===== src/hdl/mfs_pkg.sv =====
// ----------------------------------------------------------------------------
// mfs_pkg
// shared types and constants for the message field splitter
// ----------------------------------------------------------------------------
package mfs_pkg;

  // character codes
  localparam logic [7:0] CHAR_CR    = 8'h0D;
  localparam logic [7:0] CHAR_LF    = 8'h0A;
  localparam logic [7:0] CHAR_SPACE = 8'h20;
  localparam logic [7:0] CHAR_COLON = 8'h3A;

  // field kinds
  localparam logic [2:0] KIND_PREFIX = 3'd0;
  localparam logic [2:0] KIND_CMD    = 3'd1;
  localparam logic [2:0] KIND_PARAM  = 3'd2;
  localparam logic [2:0] KIND_TRAIL  = 3'd3;
  localparam logic [2:0] KIND_END    = 3'd4;

  // end marker status
  localparam logic STATUS_VALID   = 1'b0;
  localparam logic STATUS_INVALID = 1'b1;

  // parameters completed before later tokens are dropped
  localparam logic [3:0] PARAM_LIMIT = 4'd15;

  // result queue between front and back
  localparam int Q_DEPTH = 2;
  localparam int Q_AW    = $clog2(Q_DEPTH);

  typedef struct packed {
    logic [7:0] out_byte;
    logic [2:0] field_kind;
    logic [3:0] param_index;
    logic       field_start;
    logic       status;
  } mfs_item_t;

endpackage


===== src/hdl/mfs_front.sv =====
// ----------------------------------------------------------------------------
// mfs_front
// accepts stream bytes, tracks the line phase and classifies each byte
// ----------------------------------------------------------------------------
module mfs_front (
  input  logic              clk,
  input  logic              rst_n,
  input  logic              in_valid,
  output logic              in_stall,
  input  logic [7:0]        in_data_byte,
  input  logic              q_full,
  output logic              q_push,
  output mfs_pkg::mfs_item_t q_push_item
);
  import mfs_pkg::*;

  localparam logic [3:0] PH_LEAD      = 4'd0;
  localparam logic [3:0] PH_PREFIX    = 4'd1;
  localparam logic [3:0] PH_GAP_CMD   = 4'd2;
  localparam logic [3:0] PH_CMD       = 4'd3;
  localparam logic [3:0] PH_GAP_PARAM = 4'd4;
  localparam logic [3:0] PH_PARAM     = 4'd5;
  localparam logic [3:0] PH_TRAIL_BEG = 4'd6;
  localparam logic [3:0] PH_TRAIL     = 4'd7;
  localparam logic [3:0] PH_DROP      = 4'd8;

  logic [3:0] phase_r, phase_nxt;
  logic [3:0] param_count_r, param_count_nxt;
  logic       content_r, content_nxt;
  logic       emit;
  logic       accept;
  logic       is_eol;
  logic       is_space;
  logic       is_colon;
  mfs_item_t  item;

  assign in_stall = q_full;
  assign accept   = in_valid && !q_full;
  assign is_eol   = (in_data_byte == CHAR_CR) || (in_data_byte == CHAR_LF);
  assign is_space = (in_data_byte == CHAR_SPACE);
  assign is_colon = (in_data_byte == CHAR_COLON);

  always_comb begin
    phase_nxt        = phase_r;
    param_count_nxt  = param_count_r;
    content_nxt      = content_r;
    emit             = 1'b0;
    item.out_byte    = in_data_byte;
    item.field_kind  = KIND_PREFIX;
    item.param_index = 4'd0;
    item.field_start = 1'b0;
    item.status      = STATUS_VALID;
    if (is_eol) begin
      emit            = content_r;
      item.out_byte   = 8'd0;
      item.field_kind = KIND_END;
      item.status     = (phase_r >= PH_CMD && phase_r <= PH_DROP) ?
                        STATUS_VALID : STATUS_INVALID;
      phase_nxt       = PH_LEAD;
      param_count_nxt = 4'd0;
      content_nxt     = 1'b0;
    end else begin
      content_nxt = 1'b1;
      case (phase_r)
        PH_LEAD: begin
          if (!is_space) begin
            emit             = 1'b1;
            item.field_start = 1'b1;
            if (is_colon) begin
              phase_nxt       = PH_PREFIX;
              item.field_kind = KIND_PREFIX;
            end else begin
              phase_nxt       = PH_CMD;
              item.field_kind = KIND_CMD;
            end
          end
        end
        PH_PREFIX: begin
          if (is_space) begin
            phase_nxt = PH_GAP_CMD;
          end else begin
            emit            = 1'b1;
            item.field_kind = KIND_PREFIX;
          end
        end
        PH_GAP_CMD: begin
          if (!is_space) begin
            phase_nxt        = PH_CMD;
            emit             = 1'b1;
            item.field_kind  = KIND_CMD;
            item.field_start = 1'b1;
          end
        end
        PH_CMD: begin
          if (is_space) begin
            phase_nxt = PH_GAP_PARAM;
          end else begin
            emit            = 1'b1;
            item.field_kind = KIND_CMD;
          end
        end
        PH_GAP_PARAM: begin
          if (!is_space) begin
            if (param_count_r >= PARAM_LIMIT) begin
              phase_nxt = PH_DROP;
            end else if (is_colon) begin
              phase_nxt = PH_TRAIL_BEG;
            end else begin
              phase_nxt        = PH_PARAM;
              emit             = 1'b1;
              item.field_kind  = KIND_PARAM;
              item.param_index = param_count_r;
              item.field_start = 1'b1;
            end
          end
        end
        PH_PARAM: begin
          if (is_space) begin
            param_count_nxt = param_count_r + 4'd1;
            phase_nxt       = PH_GAP_PARAM;
          end else begin
            emit             = 1'b1;
            item.field_kind  = KIND_PARAM;
            item.param_index = param_count_r;
          end
        end
        PH_TRAIL_BEG: begin
          phase_nxt        = PH_TRAIL;
          emit             = 1'b1;
          item.field_kind  = KIND_TRAIL;
          item.field_start = 1'b1;
        end
        PH_TRAIL: begin
          emit            = 1'b1;
          item.field_kind = KIND_TRAIL;
        end
        default: begin
          phase_nxt = PH_DROP;
        end
      endcase
    end
  end

  always_ff @(posedge clk) begin
    if (!rst_n) begin
      phase_r       <= PH_LEAD;
      param_count_r <= 4'd0;
      content_r     <= 1'b0;
    end else if (accept) begin
      phase_r       <= phase_nxt;
      param_count_r <= param_count_nxt;
      content_r     <= content_nxt;
    end
  end

  assign q_push      = accept && emit;
  assign q_push_item = item;

endmodule


===== src/hdl/mfs_queue.sv =====
// ----------------------------------------------------------------------------
// mfs_queue
// short result queue that decouples the classifier from the output stage
// ----------------------------------------------------------------------------
module mfs_queue (
  input  logic               clk,
  input  logic               rst_n,
  input  logic               push,
  input  mfs_pkg::mfs_item_t push_item,
  output logic               full,
  input  logic               pop,
  output logic               not_empty,
  output mfs_pkg::mfs_item_t pop_item
);
  import mfs_pkg::*;

  mfs_item_t       mem_r [Q_DEPTH];
  logic [Q_AW-1:0] wr_ptr_r;
  logic [Q_AW-1:0] rd_ptr_r;
  logic [Q_AW:0]   count_r, count_nxt;
  logic            do_push;
  logic            do_pop;

  assign full      = (count_r == (Q_AW+1)'(Q_DEPTH));
  assign not_empty = (count_r != '0);
  assign do_push   = push && !full;
  assign do_pop    = pop && not_empty;
  assign pop_item  = mem_r[rd_ptr_r];

  always_comb begin
    count_nxt = count_r;
    case ({do_push, do_pop})
      2'b10:   count_nxt = count_r + 1'b1;
      2'b01:   count_nxt = count_r - 1'b1;
      default: count_nxt = count_r;
    endcase
  end

  always_ff @(posedge clk) begin
    if (do_push) begin
      mem_r[wr_ptr_r] <= push_item;
    end
  end

  always_ff @(posedge clk) begin
    if (!rst_n) begin
      wr_ptr_r <= '0;
      rd_ptr_r <= '0;
      count_r  <= '0;
    end else begin
      if (do_push) begin
        wr_ptr_r <= wr_ptr_r + 1'b1;
      end
      if (do_pop) begin
        rd_ptr_r <= rd_ptr_r + 1'b1;
      end
      count_r <= count_nxt;
    end
  end

endmodule


===== src/hdl/mfs_back.sv =====
// ----------------------------------------------------------------------------
// mfs_back
// output register that drains the result queue onto the result channel
// ----------------------------------------------------------------------------
module mfs_back (
  input  logic               clk,
  input  logic               rst_n,
  input  logic               q_not_empty,
  input  mfs_pkg::mfs_item_t q_item,
  output logic               q_pop,
  output logic               out_valid,
  input  logic               out_stall,
  output logic [7:0]         out_byte,
  output logic [2:0]         out_field_kind,
  output logic [3:0]         out_param_index,
  output logic               out_field_start,
  output logic               out_status
);
  import mfs_pkg::*;

  logic      valid_r, valid_nxt;
  mfs_item_t item_r;
  logic      load;

  assign load  = q_not_empty && (!valid_r || !out_stall);
  assign q_pop = load;

  always_comb begin
    if (load) begin
      valid_nxt = 1'b1;
    end else if (out_stall) begin
      valid_nxt = valid_r;
    end else begin
      valid_nxt = 1'b0;
    end
  end

  always_ff @(posedge clk) begin
    if (!rst_n) begin
      valid_r <= 1'b0;
    end else begin
      valid_r <= valid_nxt;
    end
  end

  always_ff @(posedge clk) begin
    if (load) begin
      item_r <= q_item;
    end
  end

  assign out_valid       = valid_r;
  assign out_byte        = item_r.out_byte;
  assign out_field_kind  = item_r.field_kind;
  assign out_param_index = item_r.param_index;
  assign out_field_start = item_r.field_start;
  assign out_status      = item_r.status;

endmodule


===== src/hdl/irc_message_field_splitter_unit.sv =====
// ----------------------------------------------------------------------------
// irc_message_field_splitter_unit
// splits a line-oriented text stream into tagged prefix, command, parameter
// and trailing bytes, with one end marker per non-empty line
// ----------------------------------------------------------------------------
// Takes one stream byte per beat and sustains one byte per clock cycle while
// the queue is not full: the only state carried from byte to byte is the line
// phase, the parameter count and a content flag, all registered in the front.
// Each byte gives at most one result beat, which goes through a two-entry queue
// into the output register. The input is stalled only while the queue is full,
// so while the result side stalls, the output register and the queue take
// three result beats before the input is held.
module irc_message_field_splitter_unit (
  input  logic       clk,
  input  logic       rst_n,
  input  logic       in_valid,
  output logic       in_stall,
  input  logic [7:0] in_data_byte,
  output logic       out_valid,
  input  logic       out_stall,
  output logic [7:0] out_byte,
  output logic [2:0] out_field_kind,
  output logic [3:0] out_param_index,
  output logic       out_field_start,
  output logic       out_status
);
  import mfs_pkg::*;

  logic      q_full;
  logic      q_push;
  mfs_item_t q_push_item;
  logic      q_pop;
  logic      q_not_empty;
  mfs_item_t q_pop_item;

  mfs_front u_front (
    .clk          (clk),
    .rst_n        (rst_n),
    .in_valid     (in_valid),
    .in_stall     (in_stall),
    .in_data_byte (in_data_byte),
    .q_full       (q_full),
    .q_push       (q_push),
    .q_push_item  (q_push_item)
  );

  mfs_queue u_queue (
    .clk       (clk),
    .rst_n     (rst_n),
    .push      (q_push),
    .push_item (q_push_item),
    .full      (q_full),
    .pop       (q_pop),
    .not_empty (q_not_empty),
    .pop_item  (q_pop_item)
  );

  mfs_back u_back (
    .clk             (clk),
    .rst_n           (rst_n),
    .q_not_empty     (q_not_empty),
    .q_item          (q_pop_item),
    .q_pop           (q_pop),
    .out_valid       (out_valid),
    .out_stall       (out_stall),
    .out_byte        (out_byte),
    .out_field_kind  (out_field_kind),
    .out_param_index (out_param_index),
    .out_field_start (out_field_start),
    .out_status      (out_status)
  );

endmodule


===== config.mk =====
export PLATFORM = sky130hd
export DESIGN_NAME = irc_message_field_splitter_unit
export DESIGN_NICKNAME = d
export VERILOG_FILES = /design/src/hdl/mfs_pkg.sv /design/src/hdl/mfs_front.sv /design/src/hdl/mfs_queue.sv /design/src/hdl/mfs_back.sv /design/src/hdl/irc_message_field_splitter_unit.sv
export SDC_FILE = /design/constraint.sdc
export NUM_CORES = 1
export LEC_CHECK = 0
export BUFFER_PORTS_ARGS = -buffer_cell sky130_fd_sc_hd__buf_2
export CAP_MARGIN = 5
export CORE_MARGIN = 8
export CORE_UTILIZATION = 35
export DETAILED_ROUTE_END_ITERATION = 6
export SLEW_MARGIN = 20
export SYNTH_ARGS = -nofsm -noshare
export SYNTH_HDL_FRONTEND = slang
export SYNTH_SLANG_ARGS = --single-unit

===== constraint.sdc =====
create_clock -name clk -period 2.9 [get_ports clk]
set_input_delay 0.145 -clock clk [delete_from_list [all_inputs] [get_ports clk]]
set_output_delay 0.145 -clock clk [all_outputs]
set_load 0.005 [all_outputs]

After elaboration in Yosys (flattened, before gate mapping)

Memories as Yosys holds them, arrays and structs flattened. A register that Yosys moved wholly into a read port is not among the register bits.
Cells that the tools add are included.

Bits in registers: 14
Bits in latches: 0
Bits in writable memories: 34
Bits in read-only memories: 0
Bits of input ports: 12
Output and inout port bits: 19
Word-level logic and storage cells: 100
Memories kept: 1

Add/subtract/negate cells: 5
Multipliers: 0
Div/mod/pow operators: 0
Magnitude comparators: 3
Equality and inequality tests: 21
Shifts and indexed selects: 0
Mux-type cells: 40
Bitwise gates (word level): 0
Reduce and logical (&&, ||, !) cells: 23

Memory list:

| name          | depth | bits a word | read ports | clocked after Yosys merged registers in | write ports | line            | RTL |
|---|---|---|---|---|---|---|---|
| u_queue.mem_r | 2     | 17          | 1          | 1                                       | 1           | mfs_queue.sv:17 | `mfs_item_t mem_r [Q_DEPTH];` |

Operators by type and width:

| operator                                                        | number |
|---|---|
| 4-bit 2-to-1 mux                                                | 10 |
| 4-bit one-hot mux with 7 select lines                           | 1 |
| 8-bit 2-to-1 mux                                                | 3 |
| 4-bit by 3-bit == test with 1-bit output, second input constant | 4 |
| 8-bit by 4-bit == test with 1-bit output, second input constant | 2 |
| 8-bit by 6-bit == test with 1-bit output, second input constant | 2 |
| 1-bit 2-to-1 mux                                                | 15 |
| 3-bit one-hot mux with 5 select lines                           | 1 |
| 3-bit by 2-bit != test with 1-bit output, second input constant | 3 |
| 4-bit by 2-bit == test with 1-bit output, second input constant | 2 |
| 4-bit one-hot mux with 2 select lines                           | 1 |
| 2-bit nonzero test                                              | 4 |
| 2-bit OR reduction                                              | 4 |
| 7-bit 2-to-1 mux                                                | 1 |
| 7-bit AND reduction                                             | 1 |
| 1-bit logical AND                                               | 6 |
| 6-bit 2-to-1 mux                                                | 1 |
| 3-bit by 1-bit != test with 1-bit output, second input constant | 2 |
| 1-bit one-hot mux with 3 select lines                           | 2 |
| 5-bit 2-to-1 mux                                                | 1 |
| 5-bit OR reduction                                              | 1 |
| 4-bit by 1-bit adder with 4-bit output, second input constant   | 1 |
| 2-bit == test, second input constant                            | 2 |
| 4-bit by 1-bit == test with 1-bit output, second input constant | 1 |
| other kinds (15)                                                | 21 |

Longest topological paths before layout

Gate-level depths: netlist of run 1.

Depth after elaboration: 10
Mapped depth: 10
Mapped depth without buffers: 10

By module

From an unflattened synthesis of run 1, not the netlist that was laid out.

Cell total of the unflattened synthesis: 221
Area, all modules: 2921.6 um^2

Modules (own cells, without submodules):

| module    | times used | cells each | area each (um^2) | seq. area each (um^2) |
|---|---|---|---|---|
| mfs_queue | 1          | 79         | 1461.4           | 1121.1 |
| mfs_front | 1          | 121        | 910.9            | 180.2 |
| mfs_back  | 1          | 21         | 549.3            | 530.5 |

Worst setup path after synthesis of run 1

Ideal clock, no wire load.

Kind: register to register
Start point: register u_front.param_count_r[0]
End point: memory u_queue.mem_r[0][0] in the netlist's numbering (enable)
Library setup time: 416 ps
Arrival time: 2616 ps
Slack: -133 ps
Cell stages (with the launch flop): 7
Period minus slack after synthesis: 3033 ps
Path through: dfxtp_1 ha_1 and3_1 a21oi_1 nor3_1 o21ai_1 nor3b_1

Longest elaborated chain between the ends: 9

RTL lines:

| what                                   | line             | RTL |
|---|---|---|
| start: declaration                     | mfs_front.sv:28  | `logic [3:0] param_count_r, param_count_nxt;` |
| start signal: assignment               | mfs_front.sv:151 | `param_count_r <= param_count_nxt;` |
| 4-bit greater-or-equal comparator      | mfs_front.sv:104 | `if (param_count_r >= PARAM_LIMIT) begin` |
| 1-bit 2-to-1 mux                       | mfs_front.sv:104 |  |
| 1-bit 2-to-1 mux                       | mfs_front.sv:103 | `if (!is_space) begin` |
| 1-bit one-hot mux with 3 select lines  | mfs_front.sv:64  | `case (phase_r)` |
| 1-bit 2-to-1 mux                       | mfs_front.sv:53  | `if (is_eol) begin` |
| 1-bit logical AND                      | mfs_front.sv:156 | `assign q_push = accept && emit;` |
| 1-bit logical AND                      | mfs_queue.sv:26  | `assign do_push = push && !full;` |
| 1-bit 2-to-1 mux                       | mfs_queue.sv:40  | `if (do_push) begin` |
| 1-bit 2-to-1 mux (not written as such) | mfs_queue.sv:41  | `mem_r[wr_ptr_r] <= push_item;` |
| end: declaration                       | mfs_queue.sv:17  |  |

No other way between the ends.

Worst setup path in the final report of run 1

Start point: register u_front.param_count_r[0]
End point: register u_queue.count_r[1]

Longest elaborated chain between the ends: 9

RTL lines:

| what                                                                        | line             | RTL |
|---|---|---|
| 4-bit greater-or-equal comparator *                                         | mfs_front.sv:104 |  |
| 1-bit 2-to-1 mux *                                                          | mfs_front.sv:104 |  |
| 1-bit 2-to-1 mux *                                                          | mfs_front.sv:103 |  |
| 1-bit one-hot mux with 3 select lines *                                     | mfs_front.sv:64  |  |
| 1-bit 2-to-1 mux *                                                          | mfs_front.sv:53  |  |
| 1-bit logical AND *                                                         | mfs_front.sv:156 |  |
| 1-bit logical AND *                                                         | mfs_queue.sv:26  |  |
| 2-bit by 1-bit == test with 1-bit output or 2-bit == test (tied branches)   | mfs_queue.sv:32  | `case ({do_push, do_pop})` |
| 2-bit one-hot mux with 2 select lines or 2-bit nonzero test (tied branches) | --               |  |
| end signal: assignment                                                      | mfs_queue.sv:57  | `count_r <= count_nxt;` |
| end: declaration                                                            | mfs_queue.sv:20  | `logic [Q_AW:0] count_r, count_nxt;` |

Mark *: on every way between the ends. The rest lies on a longest branch, timed or not.
A chain may end at the register's enable or synchronous reset.

==> results.md, run 1 <==
* Starting density of the core at 35.5%
* Met3 Usage GRT at 2.96%
* Die Height at 106 um
* CTS root buffer: clkbuf_8
* Clk slew on worst S/H paths at 70 ps
* Switching share of power at 26.3%
* WS Path Type: reg -> reg
* Most frequent cell after synthesis: edfxtp_1
* Critical path's slowest cell: dfxtp_1
* Max Fclk at 412 MHz
* Leakage at 1.21 nW
* IR drop worst, VDD at 0.224 mV
* Worst-margin pin slew at 892 ps
* Cells after Synth at 215
* Outcome: finished, final reports clean
* Cts hold-fix bufs at 0
* Synthesized flop and latch total at 65
* Tot GR Track Use at 10.3%
* Final setup TNS at 0 ps
* Combinational share of power at 20.1%
* Clk pwr share at 32.3%
* Max_slew headroom at 40.4%
* Max Slew Vio Count at 0
* CTS tree: built
* Crit-path max cell delay at 360 ps
* First-pass GRT wire length at 9070 um
* Top_reg_cell synth: edfxtp_1
* CP max FO at 6
* Fin crit share at 83.8%
* CP Launch Type: register
* CTS max path bufs at 2
* Post-DP HPWL at 3650 um
* Final core utilization at 41.9%
* PortBufs at 30
* Mapped Area at 2860 um2
* Synth warn at 0
* Area leader, netlist: edfxtp_1
* Power Internal at 2.10 mW
* Final Hold Vio Count at 0
* Routed vias at 1,794
* Grt peak-use layer: met2
* Synth top area cells: edfxtp_1 54%, dfxtp_1 9.8%, mux2_2 7.1%
* Initial antenna violation count at 0
* Post-layout nets at 261
* Core box area at 8050 um2
* Max-Cap Viols at 0
* RSZ-0062 raised after global routing: false
* Die X at 106 um
* Share of post-route cells with drive strength above 1 at 30.6%
* Routed WL at 5420 um
* Asr flop ratio synth at 0%
* Top cell type's share of synthesized area at 53.5%
* I/O pins at 31
* Met2 Track Usage GR at 17.9%
* P&R area growth vs syn at 17.8%
* Final Wtd Congestion at 0.824
* Router iterations before antenna repair at 4
* Vias per Instance at 5.03
* Type of the most critical hold path: in -> reg
* Sequential-to-total area share from yosys stat at 63.3%
* Grt met1 use at 10.8%
* Worst-skew pair later-pin latency at 330 ps
* Grt ovf at 0
* Drt wl/cell at 15.2 um
* Clk sinks at 65
* Critical Path RT at 3160 ps
* H-tree depth at 3
* Number of global-route vias before repair at 1,816
* Clock Skews at 5.94 ps
* Crit. End Element: register
* Most common library cells after synthesis: 51 x edfxtp_1, 18 x mux2_2, 14 x dfxtp_1, 14 x nand2_1, 13 x nor2_1
* Postcts setup bufs at 0
* Num CTS Buffers at 9
* Resized cells post-CTS at 0
* Setup Viol. Count Final at 0
* Critical path cell sequence: ha_1, and3_1, a21oi_1, nor3_1, o21ai_1, nand2_1, ha_1, or3_1, a21boi_0
* Syn Nets at 229
* NetSw at 748 uW
* FP Rows at 33
* 1st-iter DRT viols at 148
* Mean Syn Cell Area at 13.3 um2
* Most Frequent Cell on Critical Path: ha_1
* Yosys cell types at 49
* Worst EP arrival at 2690 ps
* N_diodes at 0
* Post-synth EDFFs at 51
* Antenna-violating nets left at 0
* DRC Markers at 0
* Largest net degree at the start of global routing at 20
* Sequential fraction of design power at 47.6%
* Overall die area at 11,300 um2
* Power per cell area at 844 nW/um2
* Fin crit period at 2430 ps
[sequential cells by signal, indices dropped and copies added, names as in the netlist]
name	cells
u_queue.count_r	2
u_back.out_status	1
u_back.out_field_start	1
u_back.out_valid	1
u_queue.rd_ptr_r	1
u_front.content_r	1
u_back.out_field_kind	3
u_back.out_param_index	4
u_queue.wr_ptr_r	1
u_front.param_count_r	4
u_queue.mem_r	34
u_front.phase_r	4
u_back.out_byte	8
[placed cells by master (no fill, tap or decap), types with 3 or more instances in the layout]
cell | netlist | layout
edfxtp_1 | 51 | 51
buf_2 | 0 | 30
mux2_2 | 18 | 18
nand2_1 | 14 | 14
dfxtp_1 | 14 | 14
nor2_1 | 13 | 13
and2_1 | 12 | 12
clkbuf_8 | 0 | 9
nand3_1 | 6 | 6
o21ai_0 | 6 | 6
buf_4 | 1 | 6
a21oi_1 | 6 | 5
and3_1 | 4 | 4
nor3_1 | 4 | 4
mux2i_1 | 4 | 4
xnor2_1 | 3 | 3
a21boi_0 | 3 | 3
nand4_1 | 3 | 3
bufinv_16 | 0 | 3
[area by class of cell]
cell class	count	area [um2]
well taps	105	131
clock inverters	7	119
inverters	3	13.8
repair buffers	36	195
multi-input cells	132	976
fillers	755	4680
clock buffers	9	124
flip-flops and latches	65	1810
[critical path, delay by kind of cell (launching register included)]
family                     cells  cell delay, ps
DFF                            1             360
and+or+nand+nor                4             770
AOI/OAI and AO/OA              3             650
adders and majority gates      2             580
[layer usage]
layer  share of wire (%)  wire [um]
met5                   0          0
met4                0.89         48
met3                 5.9        319
met2                  52       2830
met1                  41       2220
[cell families (layout without fill, tap and decap cells)]
kind of cell	Yosys count	count (layout)	synth area share, %
flops	65	65	63.3
xor+xnor	4	4	1.23
mux	22	22	8.49
simple gates	74	74	15.2
buf+inv	18	55	2.84
fa+ha+maj	2	2	0.875
compound gates	30	30	8.01
[metrics by stage]
| step | power [mW] | cell area (um2) | hold slack [ps] | setup slack, ps | instances |
|---|---|---|---|---|---|
| final | 2.84 | 3370 | 55.2 | 470 | 357 |
| after global routing | 3.01 | 3370 | 49.9 | 255 | 357 |
| after CTS | 2.90 | 3370 | 41.6 | 491 | 357 |
| after global placement | 1.95 | 3130 | 389 | 589 | 341 |
| after detailed placement | 1.96 | 3130 | 402 | 498 | 341 |
| after floorplan | 1.72 | 2870 | 297 | 475 | 215 |
[power groups by stage]
stage	sequential [mW]	combinational, mW	clock [mW]
after floorplan	1.34	0.373	0
after global placement	1.37	0.577	0
after detailed placement	1.38	0.585	0
after CTS	1.36	0.592	0.949
after global routing	1.38	0.642	0.984
final	1.35	0.570	0.919
[path summary, 6_finish.rpt]
check | from | end | slack (ps) | cells past startpoint
setup / recovery | u_front.param_count_r[0] | u_queue.count_r[1] | 470 | 9
hold / removal | in_data_byte[5] | u_queue.mem_r[1][14] | 60 | 1
setup reg to reg | u_front.param_count_r[0] | u_queue.count_r[1] | 470 | 9
hold reg to reg | u_back.out_valid | u_back.out_valid | 500 | 2
(Power assumes the default switching activity.)
==> run 2: changes to the inputs <==
--- a/config.mk
+++ b/config.mk
@@ -5,6 +5,7 @@
 export SDC_FILE = /design/constraint.sdc
 export NUM_CORES = 1
 export LEC_CHECK = 0
+export ABC_AREA = 1
 export BUFFER_PORTS_ARGS = -buffer_cell sky130_fd_sc_hd__buf_2
 export CAP_MARGIN = 5
 export CORE_MARGIN = 8
==> constraint.sdc (replaced) <==
create_clock -name clk -period 2.3 [get_ports clk]
set_input_delay 0.115 -clock clk [delete_from_list [all_inputs] [get_ports clk]]
set_output_delay 0.115 -clock clk [all_outputs]
set_load 0.005 [all_outputs]
==> run 2 against run 1 <==
Against the previous run:
- combinational power increased by 110%
- sequential cell count unchanged
- critical path depth increased by 5
- final area increased by 0.63%
==> results.md, run 2 <==
* Outcome: finished, final reports clean
* WS Path Type: reg -> reg
* Max Fclk at 477 MHz (+16%)
* Antenna-violating nets left at 0 (unchanged)
* Largest net degree at the start of global routing at 20 (unchanged)
* Most common cell after layout, fill and taps aside: nand2_1
* Router iterations before antenna repair at 4 (unchanged)
* Most Frequent Cell on Critical Path: nand2_1
* CTS max path bufs at 2 (unchanged)
* FF-to-FF Start: u_front.param_count_r[1]
* Reg2Reg Setup Slack at 200 ps (-270 ps)
* Overall die area at 11,400 um2 (+0.48%)
* Max reg flops at 34 (unchanged)
* Grt ovf at 0 (unchanged)
* FP Rows at 33 (unchanged)
* Max_slew headroom at 61.9% (+21 points)
* Top cell type's share of synthesized area at 53.2% (-0.30 points)
* I/O pins at 31 (unchanged)
* Number of global-route vias before repair at 2,108 (+16%)
* Critical path's slowest cell: dfxtp_1
* Combinational share of power at 30.3% (+10 points)
* Most common library cells after synthesis: 93 x nand2_1, 51 x edfxtp_1, 27 x inv_1
* First-pass GRT wire length at 9600 um (+5.9%)
* PortBufs at 30 (unchanged)
* Worst EP arrival at 2320 ps (-370 ps)
* Max-Cap Viols at 0 (unchanged)
* Area leader, netlist: edfxtp_1
* Syn Nets at 311 (+36%)
* P&R area growth vs syn at 17.9% (about the same)
* Largest reg by FF count: u_queue.mem_r
* N_diodes at 0 (unchanged)
* Clk sinks at 65 (unchanged)
* Post-layout nets at 352 (+35%)
* IR drop worst, VDD at 0.375 mV (+68%)
* Routed vias at 2,036 (+13%)
* Drt wl/cell at 12.3 um (-19%)
* Worst-skew pair later-pin latency at 340 ps (about the same)
* Hold Crit Start: in_data_byte[4]
* Final setup TNS at 0 ps (unchanged)
* Cells after Synth at 297 (+38%)
* Endpoint, Worst Hold: u_queue.mem_r[0][13]
* 1st-iter DRT viols at 165 (+11%)
* Reg-to-Reg End: u_queue.count_r[1]
* Fin crit share at 91.1% (+7.3 points)
* Met2 Track Usage GR at 18.1% (+0.24 points)
* WP depth at 14 (+5)
* Dpl ws at 196 ps (-302 ps)
* Sequential fraction of design power at 46.3% (-1.3 points)
* CP max FO at 5 (-1)
* Leakage at 1.47 nW (+22%)
* Die X at 107 um (+0.24%)
* Routed WL at 5530 um (+2.0%)
* Clock Skews at 6.73 ps (+0.794 ps)
* Power, Total at 4.01 mW (+41%)
* Hold Path Depth at 1 (unchanged)
* Crit. End Element: register
* Final core utilization at 41.9% (+0.049 points)
* Mapped Area at 2880 um2 (+0.57%)
* CP bufs+invs at 0 (unchanged)
* Most frequent cell after synthesis: nand2_1
* Starting density of the core at 35.5% (about the same)
* Fin crit period at 2100 ps (-334 ps)
* Final Hold Vio Count at 0 (unchanged)
* Family with the most delay on the worst path: simple AND/OR/NAND/NOR gates
* Share of post-route cells with drive strength above 1 at 20.1% (-10 points)
* Post-synth EDFFs at 51 (unchanged)
* Synth top area cells: edfxtp_1 53%, nand2_1 12%, dfxtp_1 9.7%
* Final Wtd Congestion at 0.916 (+11%)
* NetSw at 1.34 mW (+79%)
* Clk pwr share at 23.3% (-9.0 points)
* Crit-path max cell delay at 350 ps (about the same)
* Worst-margin pin slew at 569 ps (-324 ps)
* Power Internal at 2.67 mW (+27%)
* Commonest cells after routing, fill and taps aside: 93 x nand2_1, 51 x edfxtp_1, 30 x buf_2
* Yosys cell types at 28 (-43%)
* DRC Markers at 0 (unchanged)
* Design area at 3390 um2 (+0.63%)
* Clk slew on worst S/H paths at 70 ps (about the same)
* Core box area at 8090 um2 (+0.51%)
* Power per cell area at 1180 nW/um2 (+40%)
* CP Launch Type: register
* Worst reg-to-reg path cell count at 14 (+5)
* Post-DP HPWL at 3990 um (+9.1%)
* H-tree depth at 3 (unchanged)
* Postcts setup bufs at 0 (unchanged)
* CTS root buffer: clkbuf_8
* Asr flop ratio synth at 0% (unchanged)
* Grt peak-use layer: met2
* Sequential-to-total area share from yosys stat at 63.0% (-0.36 points)
* Setup Viol. Count Final at 0 (unchanged)
* CTS tree: built
* Setup ws final at 204 ps (-266 ps)
* Synth warn at 0 (unchanged)
* RSZ-0062 raised after global routing: false
* Mean Syn Cell Area at 9.69 um2 (-27%)
* Dpl cell area at 3170 um2 (+1.2%)
* Grt met1 use at 11.4% (+0.66 points)
* Resized cells post-CTS at 0 (unchanged)
* Synthesized flop and latch total at 65 (unchanged)
* Critical path cell sequence: ha_1, nand2_1, nor2_1, nor2_4, nand2_2, nand2_1, nand2_1, nor2_2, nor2_4, ha_1, a21oi_1, o21ai_0, o21ai_0, a21oi_1
* Tot GR Track Use at 10.7% (+0.49 points)
* Critical Path RT at 2530 ps (-630 ps)
* Num CTS Buffers at 9 (unchanged)
* Top_reg_cell synth: edfxtp_1
* Met3 Usage GRT at 3.48% (+0.51 points)
* Vias per Instance at 4.54 (-9.6%)
* Type of the most critical hold path: in -> reg
* Switching share of power at 33.4% (+7.1 points)
* Initial antenna violation count at 0 (unchanged)
* Die Height at 107 um (+0.24%)
* Max Slew Vio Count at 0 (unchanged)
==> run 2: changes by cell type after synthesis, sizes merged, moves of 11 or more <==
cell | before | now
and2 | 12 | 0
mux2 | 18 | 0
inv | 3 | 30
nand3 | 6 | 17
nand2 | 14 | 100
nor2 | 13 | 34
==> run 2: stage by stage <==
| stage | hold WS [ps] | std cells |
|---|---|---|
| floorplan | 236 | 297 |
| global placement | 323 | 429 |
| detailed placement | 324 | 429 |
| CTS | 2.22 | 447 |
| global route | 8.25 | 448 |
| finish | 18.1 | 448 |
==> run 2: how the worst max path moves through the flow <==
stage,start,endpoint,slack [ps]
5_1_grt,in_data_byte[6],u_queue.count_r[1],20
2_1_floorplan,u_front.param_count_r[0],u_queue.mem_r[0][0],50
3_3_place_gp,u_front.param_count_r[0],u_queue.count_r[1],250
3_5_place_dp,u_front.param_count_r[1],u_queue.count_r[1],200
6_report,u_front.param_count_r[1],u_queue.count_r[1],200
4_1_cts,u_front.param_count_r[1],u_queue.count_r[1],180
==> run 2: timing repair <==
action	in CTS	in global routing
hold buffers	2	1
endpoints found under the hold margin	4	2
endpoints found under the setup margin	0	1
==> run 2: cell type report <==
type	count	area, um2
clock buffers	9	124
clock inverters	7	71.3
fillers	805	4700
inverters	32	125
multi-input cells	193	906
flip-flops and latches	65	1810
well taps	105	131
repair buffers	37	223
==> run 2: cell families after synthesis <==
family	count (synthesis)	share of synthesized area, %
AND/OR/NAND/NOR	159	24.9
flip-flops	65	63.0
buffers and inverters	39	5.52
AO/OA/AOI/OAI	31	5.44
adder cells (fa/ha/maj)	2	0.870
XOR/XNOR	1	0.305
==> run 2: routing by layer <==
layer | vias up | share of wire [%]
li1 | 1055 | -
met4 | 0 | 3.4
met2 | 38 | 49
met1 | 927 | 43
met5 | - | 0
met3 | 16 | 4.5
==> run 2: power groups by stage <==
stage / clock (mW) / sequential [mW] / combinational [mW]
finish: 0.936 / 1.86 / 1.22
global route: 1.02 / 1.90 / 1.43
CTS: 0.967 / 1.86 / 1.25
detailed placement: 0 / 1.89 / 1.24
global placement: 0 / 1.88 / 1.23
floorplan: 0 / 1.91 / 0.769
